===== src/rtl/arqt_pkg.sv =====
// Shared types, sizes and codes for the ARQ retransmit tracker.
package arqt_pkg;

    localparam int UNACKED_SLOTS = 16;
    localparam int PENDING_DEPTH = 128;
    localparam int SEEN_SLOTS    = 64;

    localparam int ID_W       = 16;
    localparam int KIND_W     = 2;
    localparam int EVENT_W    = 4;
    localparam int SLOT_W     = 4;
    localparam int PEND_W     = 8;
    localparam int TIMEOUT_W  = 8;
    localparam int SLOT_IDX_W = (UNACKED_SLOTS > 1) ? $clog2(UNACKED_SLOTS) : 1;
    localparam int SEEN_IDX_W = (SEEN_SLOTS > 1) ? $clog2(SEEN_SLOTS) : 1;

    typedef logic [ID_W-1:0]       id_t;
    typedef logic [SLOT_W-1:0]     slot_field_t;
    typedef logic [SLOT_IDX_W-1:0] slot_idx_t;
    typedef logic [SEEN_IDX_W-1:0] seen_idx_t;
    typedef logic [PEND_W-1:0]     pend_t;
    typedef logic [TIMEOUT_W-1:0]  timeout_t;
    typedef logic [EVENT_W-1:0]    event_code_t;
    typedef logic [KIND_W-1:0]     kind_code_t;

    localparam kind_code_t KIND_SEND = 2'd0;
    localparam kind_code_t KIND_ACK  = 2'd1;
    localparam kind_code_t KIND_DATA = 2'd2;
    localparam kind_code_t KIND_TICK = 2'd3;

    localparam event_code_t EV_QUEUED  = 4'd0;
    localparam event_code_t EV_REJECT  = 4'd1;
    localparam event_code_t EV_ACK_OK  = 4'd2;
    localparam event_code_t EV_ACK_UNK = 4'd3;
    localparam event_code_t EV_NEW     = 4'd4;
    localparam event_code_t EV_DUP     = 4'd5;
    localparam event_code_t EV_TX      = 4'd6;
    localparam event_code_t EV_RETX    = 4'd7;
    localparam event_code_t EV_DONE    = 4'd8;

    localparam timeout_t TIMEOUT_RESET = 8'd2;
    localparam id_t      FIRST_ID      = 16'd1;

    // One unacked table slot.
    typedef struct packed {
        logic valid;
        id_t  msg_id;
        id_t  stamp;
    } entry_t;

    // Shift control for the slot ring.
    typedef struct packed {
        logic fwd;
        logic bwd;
    } shift_t;

endpackage


===== src/rtl/arqt_if.sv =====
// Valid/ready channel interfaces for the command and event streams.
interface arqt_cmd_if;
    logic                   valid;
    logic                   ready;
    arqt_pkg::kind_code_t   kind;
    arqt_pkg::id_t          msg_id;

    modport source (output valid, output kind, output msg_id, input ready);
    modport sink (input valid, input kind, input msg_id, output ready);
endinterface

interface arqt_evt_if;
    logic                   valid;
    logic                   ready;
    arqt_pkg::event_code_t  event_res;
    arqt_pkg::id_t          msg_id_res;
    arqt_pkg::slot_field_t  slot;
    logic                   last;

    modport source (output valid, output event_res, output msg_id_res, output slot,
                    output last, input ready);
    modport sink (input valid, input event_res, input msg_id_res, input slot,
                  input last, output ready);
endinterface


===== src/rtl/arqt_cell.sv =====
// One slot cell of the unacked ring: holds an entry, or takes a neighbor's.
module arqt_cell (
    input  logic              clk,
    input  logic              rst_n,
    input  arqt_pkg::shift_t  shift,
    input  arqt_pkg::entry_t  from_left,
    input  arqt_pkg::entry_t  from_right,
    output arqt_pkg::entry_t  q
);

    logic             valid_reg;
    arqt_pkg::id_t    msg_id_reg;
    arqt_pkg::id_t    stamp_reg;
    arqt_pkg::entry_t entry_next;

    assign q = '{valid: valid_reg, msg_id: msg_id_reg, stamp: stamp_reg};

    always_comb
    begin
        if (shift.fwd)
        begin
            entry_next = from_right;
        end
        else if (shift.bwd)
        begin
            entry_next = from_left;
        end
        else
        begin
            entry_next = q;
        end
    end

    always_ff @(posedge clk or negedge rst_n)
    begin
        if (!rst_n)
        begin
            valid_reg <= 1'b0;
        end
        else
        begin
            valid_reg <= entry_next.valid;
        end
    end

    always_ff @(posedge clk)
    begin
        msg_id_reg <= entry_next.msg_id;
        stamp_reg  <= entry_next.stamp;
    end

endmodule


===== src/rtl/arqt_chain.sv =====
// Ring of slot cells that rotates one place a cycle in either direction, as its shift input selects.
module arqt_chain (
    input  logic              clk,
    input  logic              rst_n,
    input  arqt_pkg::shift_t  shift,
    input  arqt_pkg::entry_t  inject,
    output arqt_pkg::entry_t  head_fwd,
    output arqt_pkg::entry_t  head_bwd
);

    arqt_pkg::entry_t cells [arqt_pkg::UNACKED_SLOTS];

    // Forward shift moves every entry one cell down and feeds the top cell
    // from the injected entry; backward shift is the mirror image.
    for (genvar i = 0; i < arqt_pkg::UNACKED_SLOTS; i++)
    begin : g_cell
        arqt_pkg::entry_t left_in;
        arqt_pkg::entry_t right_in;

        if (i == 0)
        begin : g_first
            assign left_in = inject;
        end
        else
        begin : g_mid_l
            assign left_in = cells[i-1];
        end

        if (i == arqt_pkg::UNACKED_SLOTS - 1)
        begin : g_last
            assign right_in = inject;
        end
        else
        begin : g_mid_r
            assign right_in = cells[i+1];
        end

        arqt_cell u_cell (
            .clk        (clk),
            .rst_n      (rst_n),
            .shift      (shift),
            .from_left  (left_in),
            .from_right (right_in),
            .q          (cells[i])
        );
    end

    assign head_fwd = cells[0];
    assign head_bwd = cells[arqt_pkg::UNACKED_SLOTS-1];

endmodule


===== src/rtl/arq_retransmit_tracker.sv =====
// Top level of the ARQ retransmit tracker: control, queue counters and seen-id table.
//
//  channel   dir   handshake        payload
//  cmd       in    valid / ready    kind, msg_id
//  evt       out   valid / ready    event_res, msg_id_res, slot, last
//  cfg       in    cfg_wr_en        cfg_wr_data (timeout in ticks)
//
// A send request or a data item gives one result from its result state. An ack
// walks all 16 slots of the ring once in the ack search, then gives its result.
// A tick makes one forward walk of the ring for retransmissions and one backward
// walk for new transmissions, then gives the done result.
// Reset clears all valid bits at once, so no clearing pass is needed.
// A stalled event output freezes the tick walks in place until the result is taken.
module arq_retransmit_tracker (
    input  logic                clk,
    input  logic                rst_n,
    arqt_cmd_if.sink            cmd,
    arqt_evt_if.source          evt,
    input  logic                cfg_wr_en,
    input  arqt_pkg::timeout_t  cfg_wr_data
);

    typedef enum logic [2:0] {
        S_IDLE,
        S_SEND,
        S_ACK_WALK,
        S_ACK_RES,
        S_DATA,
        S_RETX_WALK,
        S_TX_WALK,
        S_DONE
    } state_t;

    localparam arqt_pkg::slot_idx_t LAST_STEP =
        arqt_pkg::slot_idx_t'(arqt_pkg::UNACKED_SLOTS - 1);

    state_t               state_reg;
    arqt_pkg::slot_idx_t  step_reg;
    logic                 found_reg;
    arqt_pkg::slot_idx_t  hit_reg;
    arqt_pkg::id_t        id_reg;
    arqt_pkg::pend_t      pending_reg;
    arqt_pkg::id_t        next_id_reg;
    arqt_pkg::id_t        tick_reg;
    arqt_pkg::timeout_t   timeout_reg;

    logic                   out_valid_reg;
    arqt_pkg::event_code_t  out_event_reg;
    arqt_pkg::id_t          out_id_reg;
    arqt_pkg::slot_field_t  out_slot_reg;
    logic                   out_last_reg;

    // The seen-id table: valid bits in flops, ids in a memory with a registered read.
    logic [arqt_pkg::SEEN_SLOTS-1:0] seen_valid_reg;
    arqt_pkg::id_t                   seen_mem [arqt_pkg::SEEN_SLOTS];
    arqt_pkg::id_t                   seen_rd_reg;

    arqt_pkg::shift_t  shift;
    arqt_pkg::entry_t  inject;
    arqt_pkg::entry_t  head_fwd;
    arqt_pkg::entry_t  head_bwd;

    logic                   accept;
    logic                   out_free;
    logic                   emit;
    arqt_pkg::event_code_t  emit_event;
    arqt_pkg::id_t          emit_id;
    arqt_pkg::slot_field_t  emit_slot;
    logic                   emit_last;
    logic                   ack_hit;
    logic                   retx_due;
    logic                   tx_fill;
    arqt_pkg::id_t          waited;
    arqt_pkg::id_t          tx_id;
    arqt_pkg::seen_idx_t    seen_idx;
    logic                   seen_dup;
    logic                   queue_full;

    arqt_chain u_chain (
        .clk      (clk),
        .rst_n    (rst_n),
        .shift    (shift),
        .inject   (inject),
        .head_fwd (head_fwd),
        .head_bwd (head_bwd)
    );

    assign cmd.ready = (state_reg == S_IDLE);
    assign accept    = cmd.valid && cmd.ready;

    // A new result can be loaded when the output register is empty or drains now.
    assign out_free = !out_valid_reg || evt.ready;

    assign evt.valid      = out_valid_reg;
    assign evt.event_res  = out_event_reg;
    assign evt.msg_id_res = out_id_reg;
    assign evt.slot       = out_slot_reg;
    assign evt.last       = out_last_reg;

    // Waiting time of the slot at the forward head, modulo the id width.
    assign waited   = tick_reg - head_fwd.stamp;
    assign retx_due = head_fwd.valid && (waited >= arqt_pkg::id_t'(timeout_reg));
    assign ack_hit  = !found_reg && head_fwd.valid && (head_fwd.msg_id == id_reg);
    // The oldest pending id sits pending_count below the next id to issue.
    assign tx_id    = next_id_reg - arqt_pkg::id_t'(pending_reg);
    assign tx_fill  = !head_bwd.valid && (pending_reg != '0);

    assign seen_idx   = id_reg[arqt_pkg::SEEN_IDX_W-1:0];
    assign seen_dup   = seen_valid_reg[seen_idx] && (seen_rd_reg == id_reg);
    assign queue_full = (pending_reg >= arqt_pkg::pend_t'(arqt_pkg::PENDING_DEPTH));

    always_comb
    begin
        shift      = '{fwd: 1'b0, bwd: 1'b0};
        inject     = head_fwd;
        emit       = 1'b0;
        emit_event = arqt_pkg::EV_DONE;
        emit_id    = id_reg;
        emit_slot  = '0;
        emit_last  = 1'b1;
        case (state_reg)
            S_SEND:
            begin
                emit       = out_free;
                emit_event = queue_full ? arqt_pkg::EV_REJECT : arqt_pkg::EV_QUEUED;
                emit_id    = next_id_reg;
            end
            S_ACK_WALK:
            begin
                // The first valid slot that holds the id loses its valid bit.
                shift.fwd = 1'b1;
                inject    = head_fwd;
                if (ack_hit)
                begin
                    inject.valid = 1'b0;
                end
            end
            S_ACK_RES:
            begin
                emit       = out_free;
                emit_event = found_reg ? arqt_pkg::EV_ACK_OK : arqt_pkg::EV_ACK_UNK;
                emit_slot  = found_reg ? arqt_pkg::slot_field_t'(hit_reg) : '0;
            end
            S_DATA:
            begin
                emit       = out_free;
                emit_event = seen_dup ? arqt_pkg::EV_DUP : arqt_pkg::EV_NEW;
            end
            S_RETX_WALK:
            begin
                // The forward head holds slot number step_reg.
                shift.fwd = out_free;
                inject    = head_fwd;
                if (retx_due)
                begin
                    inject.stamp = tick_reg;
                end
                emit       = out_free && retx_due;
                emit_event = arqt_pkg::EV_RETX;
                emit_id    = head_fwd.msg_id;
                emit_slot  = arqt_pkg::slot_field_t'(step_reg);
                emit_last  = 1'b0;
            end
            S_TX_WALK:
            begin
                // The backward head holds slot number LAST_STEP - step_reg, so free
                // slots are filled from the top down with the oldest ids first.
                shift.bwd = out_free;
                inject    = head_bwd;
                if (tx_fill)
                begin
                    inject = '{valid: 1'b1, msg_id: tx_id, stamp: tick_reg};
                end
                emit       = out_free && tx_fill;
                emit_event = arqt_pkg::EV_TX;
                emit_id    = tx_id;
                emit_slot  = arqt_pkg::slot_field_t'(LAST_STEP - step_reg);
                emit_last  = 1'b0;
            end
            S_DONE:
            begin
                emit       = out_free;
                emit_event = arqt_pkg::EV_DONE;
                emit_id    = tick_reg;
            end
            default:
            begin
                emit = 1'b0;
            end
        endcase
    end

    // Seen-id memory: read at the transfer of an item, written when new data arrives.
    always_ff @(posedge clk)
    begin
        if (accept)
        begin
            seen_rd_reg <= seen_mem[cmd.msg_id[arqt_pkg::SEEN_IDX_W-1:0]];
        end
        if ((state_reg == S_DATA) && out_free && !seen_dup)
        begin
            seen_mem[seen_idx] <= id_reg;
        end
    end

    always_ff @(posedge clk or negedge rst_n)
    begin
        if (!rst_n)
        begin
            seen_valid_reg <= '0;
        end
        else if ((state_reg == S_DATA) && out_free && !seen_dup)
        begin
            seen_valid_reg[seen_idx] <= 1'b1;
        end
    end

    always_ff @(posedge clk or negedge rst_n)
    begin
        if (!rst_n)
        begin
            state_reg     <= S_IDLE;
            step_reg      <= '0;
            found_reg     <= 1'b0;
            hit_reg       <= '0;
            id_reg        <= '0;
            pending_reg   <= '0;
            next_id_reg   <= arqt_pkg::FIRST_ID;
            tick_reg      <= '0;
            timeout_reg   <= arqt_pkg::TIMEOUT_RESET;
            out_valid_reg <= 1'b0;
            out_event_reg <= arqt_pkg::EV_QUEUED;
            out_id_reg    <= '0;
            out_slot_reg  <= '0;
            out_last_reg  <= 1'b0;
        end
        else
        begin
            if (cfg_wr_en)
            begin
                timeout_reg <= cfg_wr_data;
            end

            if (emit)
            begin
                out_valid_reg <= 1'b1;
                out_event_reg <= emit_event;
                out_id_reg    <= emit_id;
                out_slot_reg  <= emit_slot;
                out_last_reg  <= emit_last;
            end
            else if (evt.ready)
            begin
                out_valid_reg <= 1'b0;
            end

            case (state_reg)
                S_IDLE:
                begin
                    if (accept)
                    begin
                        id_reg    <= cmd.msg_id;
                        found_reg <= 1'b0;
                        step_reg  <= '0;
                        case (cmd.kind)
                            arqt_pkg::KIND_SEND: state_reg <= S_SEND;
                            arqt_pkg::KIND_ACK:  state_reg <= S_ACK_WALK;
                            arqt_pkg::KIND_DATA: state_reg <= S_DATA;
                            default:
                            begin
                                // The tick count advances before the slots are examined.
                                tick_reg  <= tick_reg + 1'b1;
                                state_reg <= S_RETX_WALK;
                            end
                        endcase
                    end
                end
                S_SEND:
                begin
                    if (out_free)
                    begin
                        if (!queue_full)
                        begin
                            pending_reg <= pending_reg + 1'b1;
                            next_id_reg <= next_id_reg + 1'b1;
                        end
                        state_reg <= S_IDLE;
                    end
                end
                S_ACK_WALK:
                begin
                    if (ack_hit)
                    begin
                        found_reg <= 1'b1;
                        hit_reg   <= step_reg;
                    end
                    if (step_reg == LAST_STEP)
                    begin
                        step_reg  <= '0;
                        state_reg <= S_ACK_RES;
                    end
                    else
                    begin
                        step_reg <= step_reg + 1'b1;
                    end
                end
                S_ACK_RES, S_DATA, S_DONE:
                begin
                    if (out_free)
                    begin
                        state_reg <= S_IDLE;
                    end
                end
                S_RETX_WALK:
                begin
                    if (out_free)
                    begin
                        if (step_reg == LAST_STEP)
                        begin
                            step_reg  <= '0;
                            state_reg <= S_TX_WALK;
                        end
                        else
                        begin
                            step_reg <= step_reg + 1'b1;
                        end
                    end
                end
                S_TX_WALK:
                begin
                    if (out_free)
                    begin
                        if (tx_fill)
                        begin
                            pending_reg <= pending_reg - 1'b1;
                        end
                        if (step_reg == LAST_STEP)
                        begin
                            step_reg  <= '0;
                            state_reg <= S_DONE;
                        end
                        else
                        begin
                            step_reg <= step_reg + 1'b1;
                        end
                    end
                end
                default:
                begin
                    state_reg <= S_IDLE;
                end
            endcase
        end
    end

endmodule


===== src/flat_wrapper.sv =====
// flat-port wrapper written by rule: the top's interface ports become plain ports
module arq_retransmit_tracker_flat 
  (clk, rst_n, cfg_wr_en, cfg_wr_data, cmd_valid, cmd_kind, cmd_msg_id, cmd_ready, evt_valid, evt_event_res, evt_msg_id_res, evt_slot, evt_last, evt_ready);
  arqt_cmd_if cmd_i ();
  arqt_evt_if evt_i ();
  input  logic clk;
  input  logic rst_n;
  input  logic cfg_wr_en;
  input  arqt_pkg::timeout_t cfg_wr_data;
  input wire logic [$bits(cmd_i.valid)-1:0] cmd_valid;
  input wire logic [$bits(cmd_i.kind)-1:0] cmd_kind;
  input wire logic [$bits(cmd_i.msg_id)-1:0] cmd_msg_id;
  output wire logic [$bits(cmd_i.ready)-1:0] cmd_ready;
  output wire logic [$bits(evt_i.valid)-1:0] evt_valid;
  output wire logic [$bits(evt_i.event_res)-1:0] evt_event_res;
  output wire logic [$bits(evt_i.msg_id_res)-1:0] evt_msg_id_res;
  output wire logic [$bits(evt_i.slot)-1:0] evt_slot;
  output wire logic [$bits(evt_i.last)-1:0] evt_last;
  input wire logic [$bits(evt_i.ready)-1:0] evt_ready;
  assign cmd_i.valid = cmd_valid;
  assign cmd_i.kind = cmd_kind;
  assign cmd_i.msg_id = cmd_msg_id;
  assign cmd_ready = cmd_i.ready;
  assign evt_valid = evt_i.valid;
  assign evt_event_res = evt_i.event_res;
  assign evt_msg_id_res = evt_i.msg_id_res;
  assign evt_slot = evt_i.slot;
  assign evt_last = evt_i.last;
  assign evt_i.ready = evt_ready;
  arq_retransmit_tracker u_core (.clk(clk), .rst_n(rst_n), .cmd(cmd_i), .evt(evt_i), .cfg_wr_en(cfg_wr_en), .cfg_wr_data(cfg_wr_data));
endmodule

===== config.mk =====
export PLATFORM = sky130hd
export DESIGN_NAME = arq_retransmit_tracker_flat
export DESIGN_NICKNAME = d
export VERILOG_FILES = /design/src/rtl/arqt_pkg.sv /design/src/rtl/arqt_if.sv /design/src/rtl/arqt_cell.sv /design/src/rtl/arqt_chain.sv /design/src/rtl/arq_retransmit_tracker.sv /design/src/flat_wrapper.sv
export SDC_FILE = /design/constraint.sdc
export NUM_CORES = 2
export LEC_CHECK = 0
export ABC_CLOCK_PERIOD_IN_PS = 5700
export BUFFER_PORTS_ARGS = -buffer_cell sky130_fd_sc_hd__buf_2
export CORE_ASPECT_RATIO = 1.4
export CORE_MARGIN = 2
export CORE_UTILIZATION = 55
export CTS_BUF_LIST = sky130_fd_sc_hd__clkbuf_8
export DETAILED_ROUTE_END_ITERATION = 10
export GPL_TIMING_DRIVEN = 0
export MAX_ROUTING_LAYER = met4
export PLACE_DENSITY = 0.73
export SLEW_MARGIN = 15
export SYNTH_ARGS = -nofsm -noshare
export SYNTH_HDL_FRONTEND = slang
export SYNTH_HIERARCHICAL = 1
export SYNTH_SLANG_ARGS = --single-unit

===== constraint.sdc =====
create_clock -name clk -period 5.7 [get_ports clk]
set_input_delay 0.285 -clock clk [delete_from_list [all_inputs] [get_ports clk]]
set_output_delay 0.285 -clock clk [all_outputs]
set_load 0.05 [all_outputs]

## Word-level counts from Yosys, hierarchy flattened

Memory sizes are Yosys's and may differ from the RTL's. A register that Yosys moved wholly into a read port is not among the register bits.
Cells that the tools add are included.

- Multiplexer cells: 76
- Reduce and logical (&&, ||, !) cells: 35
- Eq/ne operators: 24
- Order comparisons: 4
- Bitwise operators: 3
- Add/subtract/negate cells: 8

Operators by type and width:

| kind | count |
|---|---|
| 2-to-1 mux 33 bit | 33 |
| case mux 33 bit (3 select lines) | 1 |
| OR 64 bit | 1 |
| case mux 16 bit (4 select lines) | 1 |
| adder 16 x 1 -> 16 bit, second input constant | 2 |
| == test 16 bit | 2 |
| 2-to-1 mux 8 bit | 4 |
| case mux 4 bit (3 select lines) | 2 |
| 2-to-1 mux 3 bit | 7 |
| != test 2 x 1 -> 1 bit, second input constant | 10 |
| case mux 4 bit (5 select lines) | 1 |
| >= comparator 16 x 8 -> 1 bit | 1 |
| 2-to-1 mux 16 bit | 1 |
| 2-to-1 mux 4 bit | 4 |
| case mux 8 bit (2 select lines) | 1 |
| subtractor 16 bit | 1 |
| subtractor 16 x 8 -> 16 bit | 1 |
| case mux 3 bit (5 select lines) | 1 |
| 2-to-1 mux 1 bit | 14 |
| == test 3 bit, second input constant | 4 |
| AND reduction 3 bit | 4 |
| logical AND 1 bit | 11 |
| case mux 3 bit (3 select lines) | 1 |
| adder 8 x 1 -> 8 bit, second input constant | 1 |
| 30 further kinds | 41 |

- Flip-flop bits (word level): 694
- Memories kept: 1
- Output and inout port bits: 27
- Bits in writable memories: 1024
- Input bits: 31
- Word-level logic and storage cells: 214

Memories:

| memory | depth | bits a word | rd ports | clocked after memory_dff | wr ports | RTL line | text |
|---|---|---|---|---|---|---|---|
| u_core.seen_mem | 64 | 16 | 1 | 1 | 1 | arq_retransmit_tracker.sv:55 | `arqt_pkg::id_t seen_mem [arqt_pkg::SEEN_SLOTS];` |

## Longest topological paths before layout

- Depth after elaboration: 7
- Gate-level depth with buffers: 18

## By module

Netlist, hierarchy kept.

Modules (own cells, without submodules):

| module | area an instance (um^2) | times used | seq. area each (um^2) | cells an instance |
|---|---|---|---|---|
| arq_retransmit_tracker | 50123.1 | 1 | 35386.4 | 2683 |
| arqt_cell | 1546.5 | 16 | 985.9 | 74 |

## Worst setup path after synthesis

Ideal clock, no wire load.

- Kind: flip-flop to flip-flop
- From: register u_core.id_reg[1]
- To: memory u_core/seen_mem[26][0] (netlist bit) (enable)
- Path slack: 0.302 ns
- Path buffers: 2
- Cell stages (with the launch flop): 11
- Period minus slack after synthesis: 5.398 ns
- Library setup time: 0.433 ns
- Data arrival time: 4.966 ns
- Cells stage by stage: dfrtp_1 buf_6 mux2_4 mux4_2 o32a_1 nor3_2 a2111oi_0 or3_1 buf_2 or2_2 nor4_1

- Word-level cells in the longest chain between the ends: 7

RTL lines:

| item | RTL line | text |
|---|---|---|
| from (decl) | arq_retransmit_tracker.sv:41 | `arqt_pkg::id_t id_reg;` |
| from (signal assigned) | arq_retransmit_tracker.sv:262 | `id_reg <= cmd.msg_id;` |
| binary-select mux 1 bit (select 6 bit) | arq_retransmit_tracker.sv:109 | `assign seen_dup = seen_valid_reg[seen_idx] && (seen_rd_reg == id_reg);` |
| 2-to-1 mux 1 bit (not written as such) | arq_retransmit_tracker.sv:109 |  |
| logical AND 1 bit | arq_retransmit_tracker.sv:109 |  |
| logical NOT 1 bit | arq_retransmit_tracker.sv:200 | `if ((state_reg == S_DATA) && out_free && !seen_dup)` |
| logical AND 1 bit | arq_retransmit_tracker.sv:200 |  |
| 2-to-1 mux 1 bit | arq_retransmit_tracker.sv:200 |  |
| 2-to-1 mux 1 bit (not written as such) | arq_retransmit_tracker.sv:202 | `seen_mem[seen_idx] <= id_reg;` |
| to (decl) | arq_retransmit_tracker.sv:55 |  |

Several ways; a longest one is shown, not always the timed one. The select of a mux whose other input is x is not followed.

## Final worst setup path

- From: register u_core.id_reg[0]
- To: memory u_core/seen_mem[55][2] (netlist bit) (enable)

The elaborated chain is that of the path after synthesis.

==> metrics.txt <==
# TYPE chip_impl_metric gauge
chip_impl_metric{name="worst-endpoint-required",unit="ns"} 6.44
chip_impl_metric{name="all_layer_global_routing_usage",unit=""} 0.275
chip_impl_metric{name="synth-async-reset-ratio",unit=""} 0.105
chip_impl_metric{name="core_area",unit="mm2"} 0.136
chip_impl_metric{name="timing.fmax",unit="MHz"} 181
chip_impl_info{name="cts_tree",value="yes"} 1
chip_impl_metric{name="first_global_vias",unit=""} 39900
chip_impl_info{name="run_status",value="completed"} 1
chip_impl_metric{name="power.density",unit="mW/mm2"} 548
chip_impl_metric{name="fin_worst_skew",unit="ns"} 0.0680
chip_impl_info{name="synthFlopType",value="sky130_fd_sc_hd__edfxtp_1"} 1
chip_impl_metric{name="synth_enable_flop_cells",unit=""} 1552
chip_impl_metric{name="drcViolationCount",unit=""} 0
chip_impl_metric{name="yosysSeqAreaShare",unit=""} 0.683
chip_impl_info{name="worstSetupEndpointType",value="register"} 1
chip_impl_metric{name="postSynthNetCount",unit=""} 3944
chip_impl_metric{name="finalInstanceArea",unit="mm2"} 0.0841
chip_impl_metric{name="antenna_found_initial",unit=""} 9
chip_impl_metric{name="global_route_wire_length_before_repair",unit="um"} 266000
chip_impl_metric{name="largest_reg_flops",unit=""} 1024
chip_impl_metric{name="crit_path_max_fanout",unit=""} 33
chip_impl_metric{name="wl_met2",unit="um"} 94200
chip_impl_metric{name="irDropWorstVdd",unit="V"} 0.000490
chip_impl_metric{name="cellLeakagePower",unit="uW"} 0.0294
chip_impl_metric{name="place_hpwl",unit="um"} 132000
chip_impl_metric{name="synthesis.yosys.warnings",unit=""} 6
chip_impl_metric{name="fin_crit",unit="ns"} 5.52
chip_impl_info{name="worstSetupStartpointType",value="register"} 1
chip_impl_metric{name="clkSlewWorstSetupHoldPaths",unit="ns"} 0.07
chip_impl_metric{name="synth_top_area_share",unit=""} 0.623
chip_impl_metric{name="numCtsBuffers",unit=""} 276
chip_impl_metric{name="m1WireLength",unit="um"} 66300
chip_impl_metric{name="worst_skew_pair.late_latency",unit="ns"} 0.99
chip_impl_info{name="crit_type",value="reg2reg"} 1
chip_impl_metric{name="dieWidth",unit="um"} 316
chip_impl_metric{name="floorplan.die.height",unit="um"} 441
chip_impl_metric{name="detail_route.wl_per_cell",unit="um"} 29.1
chip_impl_metric{name="start_util",unit=""} 0.552
chip_impl_metric{name="placement.io_buffers",unit=""} 51
chip_impl_metric{name="totalWireLength",unit="um"} 183000
chip_impl_metric{name="timing.final.setup_violations",unit=""} 0
chip_impl_metric{name="fin_crit_sh",unit=""} 0.968
chip_impl_info{name="hp-class",value="in2reg"} 1
chip_impl_metric{name="drive_gt1_frac",unit=""} 0.359
chip_impl_metric{name="clock-sinks",unit=""} 1734
chip_impl_metric{name="max_slew.worst_pin.slew",unit="ns"} 1.24
chip_impl_metric{name="cts-root-to-sink-buffers",unit=""} 4
chip_impl_metric{name="gpl.final_weighted_congestion",unit=""} 0.973
chip_impl_metric{name="final_hold_viol_count",unit=""} 0
chip_impl_metric{name="synthesis.area",unit="mm2"} 0.0749
chip_impl_metric{name="gr-total-overflow",unit=""} 0
chip_impl_metric{name="fin_worst_hold_slack",unit="ns"} 0.101
chip_impl_metric{name="synthDistinctLibCells",unit=""} 73
chip_impl_metric{name="syn_area_per_cell",unit="um2"} 19.4
chip_impl_metric{name="final_net_count",unit=""} 4394
chip_impl_metric{name="timing.final.max_slew_violations",unit=""} 0
chip_impl_metric{name="dr.first_iter.drc_count",unit=""} 3477
chip_impl_metric{name="top_ports",unit=""} 58
chip_impl_metric{name="std_cell_rows",unit=""} 160
chip_impl_metric{name="routed-wl-met3",unit="um"} 11000
chip_impl_metric{name="die_area",unit="mm2"} 0.139
chip_impl_metric{name="ys_ff_latch",unit=""} 1734
chip_impl_metric{name="pin_count_of_the_biggest_net_entering_global_routing",unit=""} 99
chip_impl_info{name="grt_setup_unrepaired",value="no"} 1
chip_impl_metric{name="detailedRoute.firstPassIterationCount",unit=""} 5
chip_impl_info{name="clock_tree.root_cell",value="sky130_fd_sc_hd__clkbuf_8"} 1
chip_impl_metric{name="area_delta_synth_final",unit="%"} 12.4
chip_impl_info{name="synth_top_cells_by_area",value="sky130_fd_sc_hd__edfxtp_1 62%, sky130_fd_sc_hd__mux4_2 10%, sky130_fd_sc_hd__mux2_4 8.7%"} 1
chip_impl_info{name="top_layer",value="met4"} 1
chip_impl_metric{name="viasPerCell",unit=""} 6.10
chip_impl_metric{name="postPlaceCellArea",unit="mm2"} 0.0786
chip_impl_metric{name="cap_violations",unit=""} 0
chip_impl_metric{name="dr_total_vias",unit=""} 38300
chip_impl_metric{name="htree_num_levels",unit=""} 5
chip_impl_metric{name="data_arrival_critical_path",unit="ns"} 6.26
chip_impl_metric{name="slew_headroom",unit=""} 0.173
chip_impl_info{name="netlist.top_cell.by_area",value="sky130_fd_sc_hd__edfxtp_1"} 1
chip_impl_metric{name="antenna_left",unit=""} 0
chip_impl_metric{name="synthesis.instances",unit=""} 3867
## report_power, final
part	total (uW)	switching (uW)	internal, uW
combinational	14700	7420	7280
clock	9740	4660	5070
sequential	21600	2540	19100
## cell type report
class	instances	area [um2]
fill	9273	51400
sequential	1734	51200
clock buffer	299	4120
buffer	218	1730
multi-input combinational	1845	21900
tap	1782	2230
antenna	4	10.0
timing repair buffer	175	1820
clock inverter	166	840
inverter	67	251
## cell usage after synthesis (7+ instances only)
| cell | instances |
|---|---|
| sky130_fd_sc_hd__and3_1 | 16 |
| sky130_fd_sc_hd__a22oi_1 | 7 |
| sky130_fd_sc_hd__a21oi_1 | 68 |
| sky130_fd_sc_hd__buf_6 | 18 |
| sky130_fd_sc_hd__buf_12 | 32 |
| sky130_fd_sc_hd__inv_1 | 64 |
| sky130_fd_sc_hd__or2_1 | 10 |
| sky130_fd_sc_hd__clkbuf_1 | 94 |
| sky130_fd_sc_hd__a211oi_1 | 15 |
| sky130_fd_sc_hd__o21bai_1 | 15 |
| sky130_fd_sc_hd__a31oi_1 | 9 |
| sky130_fd_sc_hd__nand2_1 | 107 |
| sky130_fd_sc_hd__mux4_2 | 343 |
| sky130_fd_sc_hd__or3_1 | 7 |
| sky130_fd_sc_hd__buf_4 | 17 |
| sky130_fd_sc_hd__a221o_1 | 16 |
| sky130_fd_sc_hd__nor2_1 | 130 |
| sky130_fd_sc_hd__nor4_1 | 9 |
| sky130_fd_sc_hd__nand3_1 | 29 |
| sky130_fd_sc_hd__mux2_4 | 433 |
| sky130_fd_sc_hd__mux2i_1 | 44 |
| sky130_fd_sc_hd__nor3_1 | 23 |
| sky130_fd_sc_hd__a21o_1 | 12 |
| sky130_fd_sc_hd__ha_1 | 43 |
| sky130_fd_sc_hd__xor2_1 | 17 |
| sky130_fd_sc_hd__nand4_1 | 16 |
| sky130_fd_sc_hd__o21a_1 | 8 |
| sky130_fd_sc_hd__mux2_2 | 125 |
| sky130_fd_sc_hd__dfrtp_1 | 180 |
| sky130_fd_sc_hd__buf_1 | 37 |
| sky130_fd_sc_hd__buf_2 | 7 |
| sky130_fd_sc_hd__or2_2 | 65 |
| sky130_fd_sc_hd__o211ai_1 | 8 |
| sky130_fd_sc_hd__nand2b_1 | 7 |
| sky130_fd_sc_hd__o22ai_1 | 13 |
| sky130_fd_sc_hd__xnor2_1 | 72 |
| sky130_fd_sc_hd__edfxtp_1 | 1552 |
| sky130_fd_sc_hd__nor2b_1 | 12 |
| sky130_fd_sc_hd__o21ai_0 | 88 |
| sky130_fd_sc_hd__buf_8 | 16 |
| sky130_fd_sc_hd__nor2_4 | 8 |
## critical path: stages (launching register included)
cell                        delay, ns
sky130_fd_sc_hd__dfrtp_2         0.79
sky130_fd_sc_hd__clkbuf_1        0.58
sky130_fd_sc_hd__buf_2           0.47
sky130_fd_sc_hd__xnor2_1         0.20
sky130_fd_sc_hd__nand4_1         0.15
sky130_fd_sc_hd__nor4_2          0.60
sky130_fd_sc_hd__nand3_1         0.23
sky130_fd_sc_hd__a2111oi_2       0.60
sky130_fd_sc_hd__or3_1           0.18
sky130_fd_sc_hd__buf_2           0.24
sky130_fd_sc_hd__or3_1           0.61
sky130_fd_sc_hd__nor2_2          0.36
sky130_fd_sc_hd__buf_6           0.25
## final timing paths
check	start	end	slack, ns	cells after the start
worst max-delay path	u_core/id_reg[0]$_DFFE_PN0P_	u_core/seen_mem[55][2]$_DFFE_PP_	0.18	12
worst min-delay path	cmd_msg_id[4]	u_core/seen_rd_reg[15]$_DFFE_PP_	0.10	2
worst max register to register	u_core/id_reg[0]$_DFFE_PN0P_	u_core/seen_mem[55][2]$_DFFE_PP_	0.18	12
worst min register to register	u_core/seen_valid_reg[55]$_DFFE_PN0P_	u_core/seen_valid_reg[55]$_DFFE_PN0P_	0.46	1
max in group asynchronous	rst_n	u_core/id_reg[11]$_DFFE_PN0P_	4.67	4
min in group asynchronous	rst_n	u_core/u_chain/g_cell[10].u_cell/valid_reg$_DFFE_PN0P_	0.49	4
## cells by family (layout without fill, tap and decap cells)
group / Yosys count / in the layout / share of synthesized area
buffers and inverters: 288 / 925 / 0.0266
other: 0 / 4 / 0
and+or+nand+nor: 462 / 462 / 0.0308
xor gates and xnor gates: 89 / 89 / 0.0104
muxes: 945 / 945 / 0.215
DFF: 1734 / 1734 / 0.683
AOI/OAI and AO/OA: 303 / 303 / 0.0262
adders and majority gates: 46 / 46 / 0.00799
## layout by cell type, fill, tap and decap left out, types with 17 or more instances in the layout
cell type	Yosys	final
sky130_fd_sc_hd__edfxtp_1	1552	1552
sky130_fd_sc_hd__mux2_4	433	433
sky130_fd_sc_hd__mux4_2	343	343
sky130_fd_sc_hd__clkbuf_8	0	299
sky130_fd_sc_hd__dfrtp_1	180	164
sky130_fd_sc_hd__inv_1	64	136
sky130_fd_sc_hd__mux2_2	125	125
sky130_fd_sc_hd__nand2_1	107	106
sky130_fd_sc_hd__clkbuf_1	94	90
sky130_fd_sc_hd__o21ai_0	88	88
sky130_fd_sc_hd__nor2_1	130	77
sky130_fd_sc_hd__xnor2_1	72	72
sky130_fd_sc_hd__a21oi_1	68	68
sky130_fd_sc_hd__or2_2	65	65
sky130_fd_sc_hd__buf_2	7	63
sky130_fd_sc_hd__clkinv_1	3	60
sky130_fd_sc_hd__nor2_2	0	52
sky130_fd_sc_hd__buf_6	18	49
sky130_fd_sc_hd__dlygate4sd3_1	0	46
sky130_fd_sc_hd__buf_12	32	46
sky130_fd_sc_hd__mux2i_1	44	44
sky130_fd_sc_hd__ha_1	43	43
sky130_fd_sc_hd__buf_8	16	39
sky130_fd_sc_hd__buf_1	37	32
sky130_fd_sc_hd__nand3_1	29	29
sky130_fd_sc_hd__clkinv_2	0	23
sky130_fd_sc_hd__buf_4	17	22
sky130_fd_sc_hd__nor3_1	23	21
sky130_fd_sc_hd__xor2_1	17	17
## stage by stage
stage	utilization	cells	setup TNS (ns)	power [uW]	worst slack, ns
global placement	0.571	5700	-1795.59	35700	-3.02
detailed placement	0.580	5776	-383.38	36400	-1.01
floorplan	-	3867	0	31600	0.302
finish	0.621	6290	0	46100	0.182
global route	0.621	6289	0	47900	0.0615
CTS	0.620	6286	0	46300	0.0552
## per-layer routing
layer,vias up,global-route usage
met5,-,-
met4,0,0.160
met3,494,0.0471
met2,1596,0.461
met1,19900,0.313
li1,16400,-
## timing repair
item / in CTS / in global routing
setup buffers: 1 / 0
hold buffers: 47 / 0
hold endpoints to repair: 216 / 0
endpoints found under the setup margin: 976 / 305
gates resized for setup: 3 / 4
No activity file was read; power rests on OpenSTA's default activity.
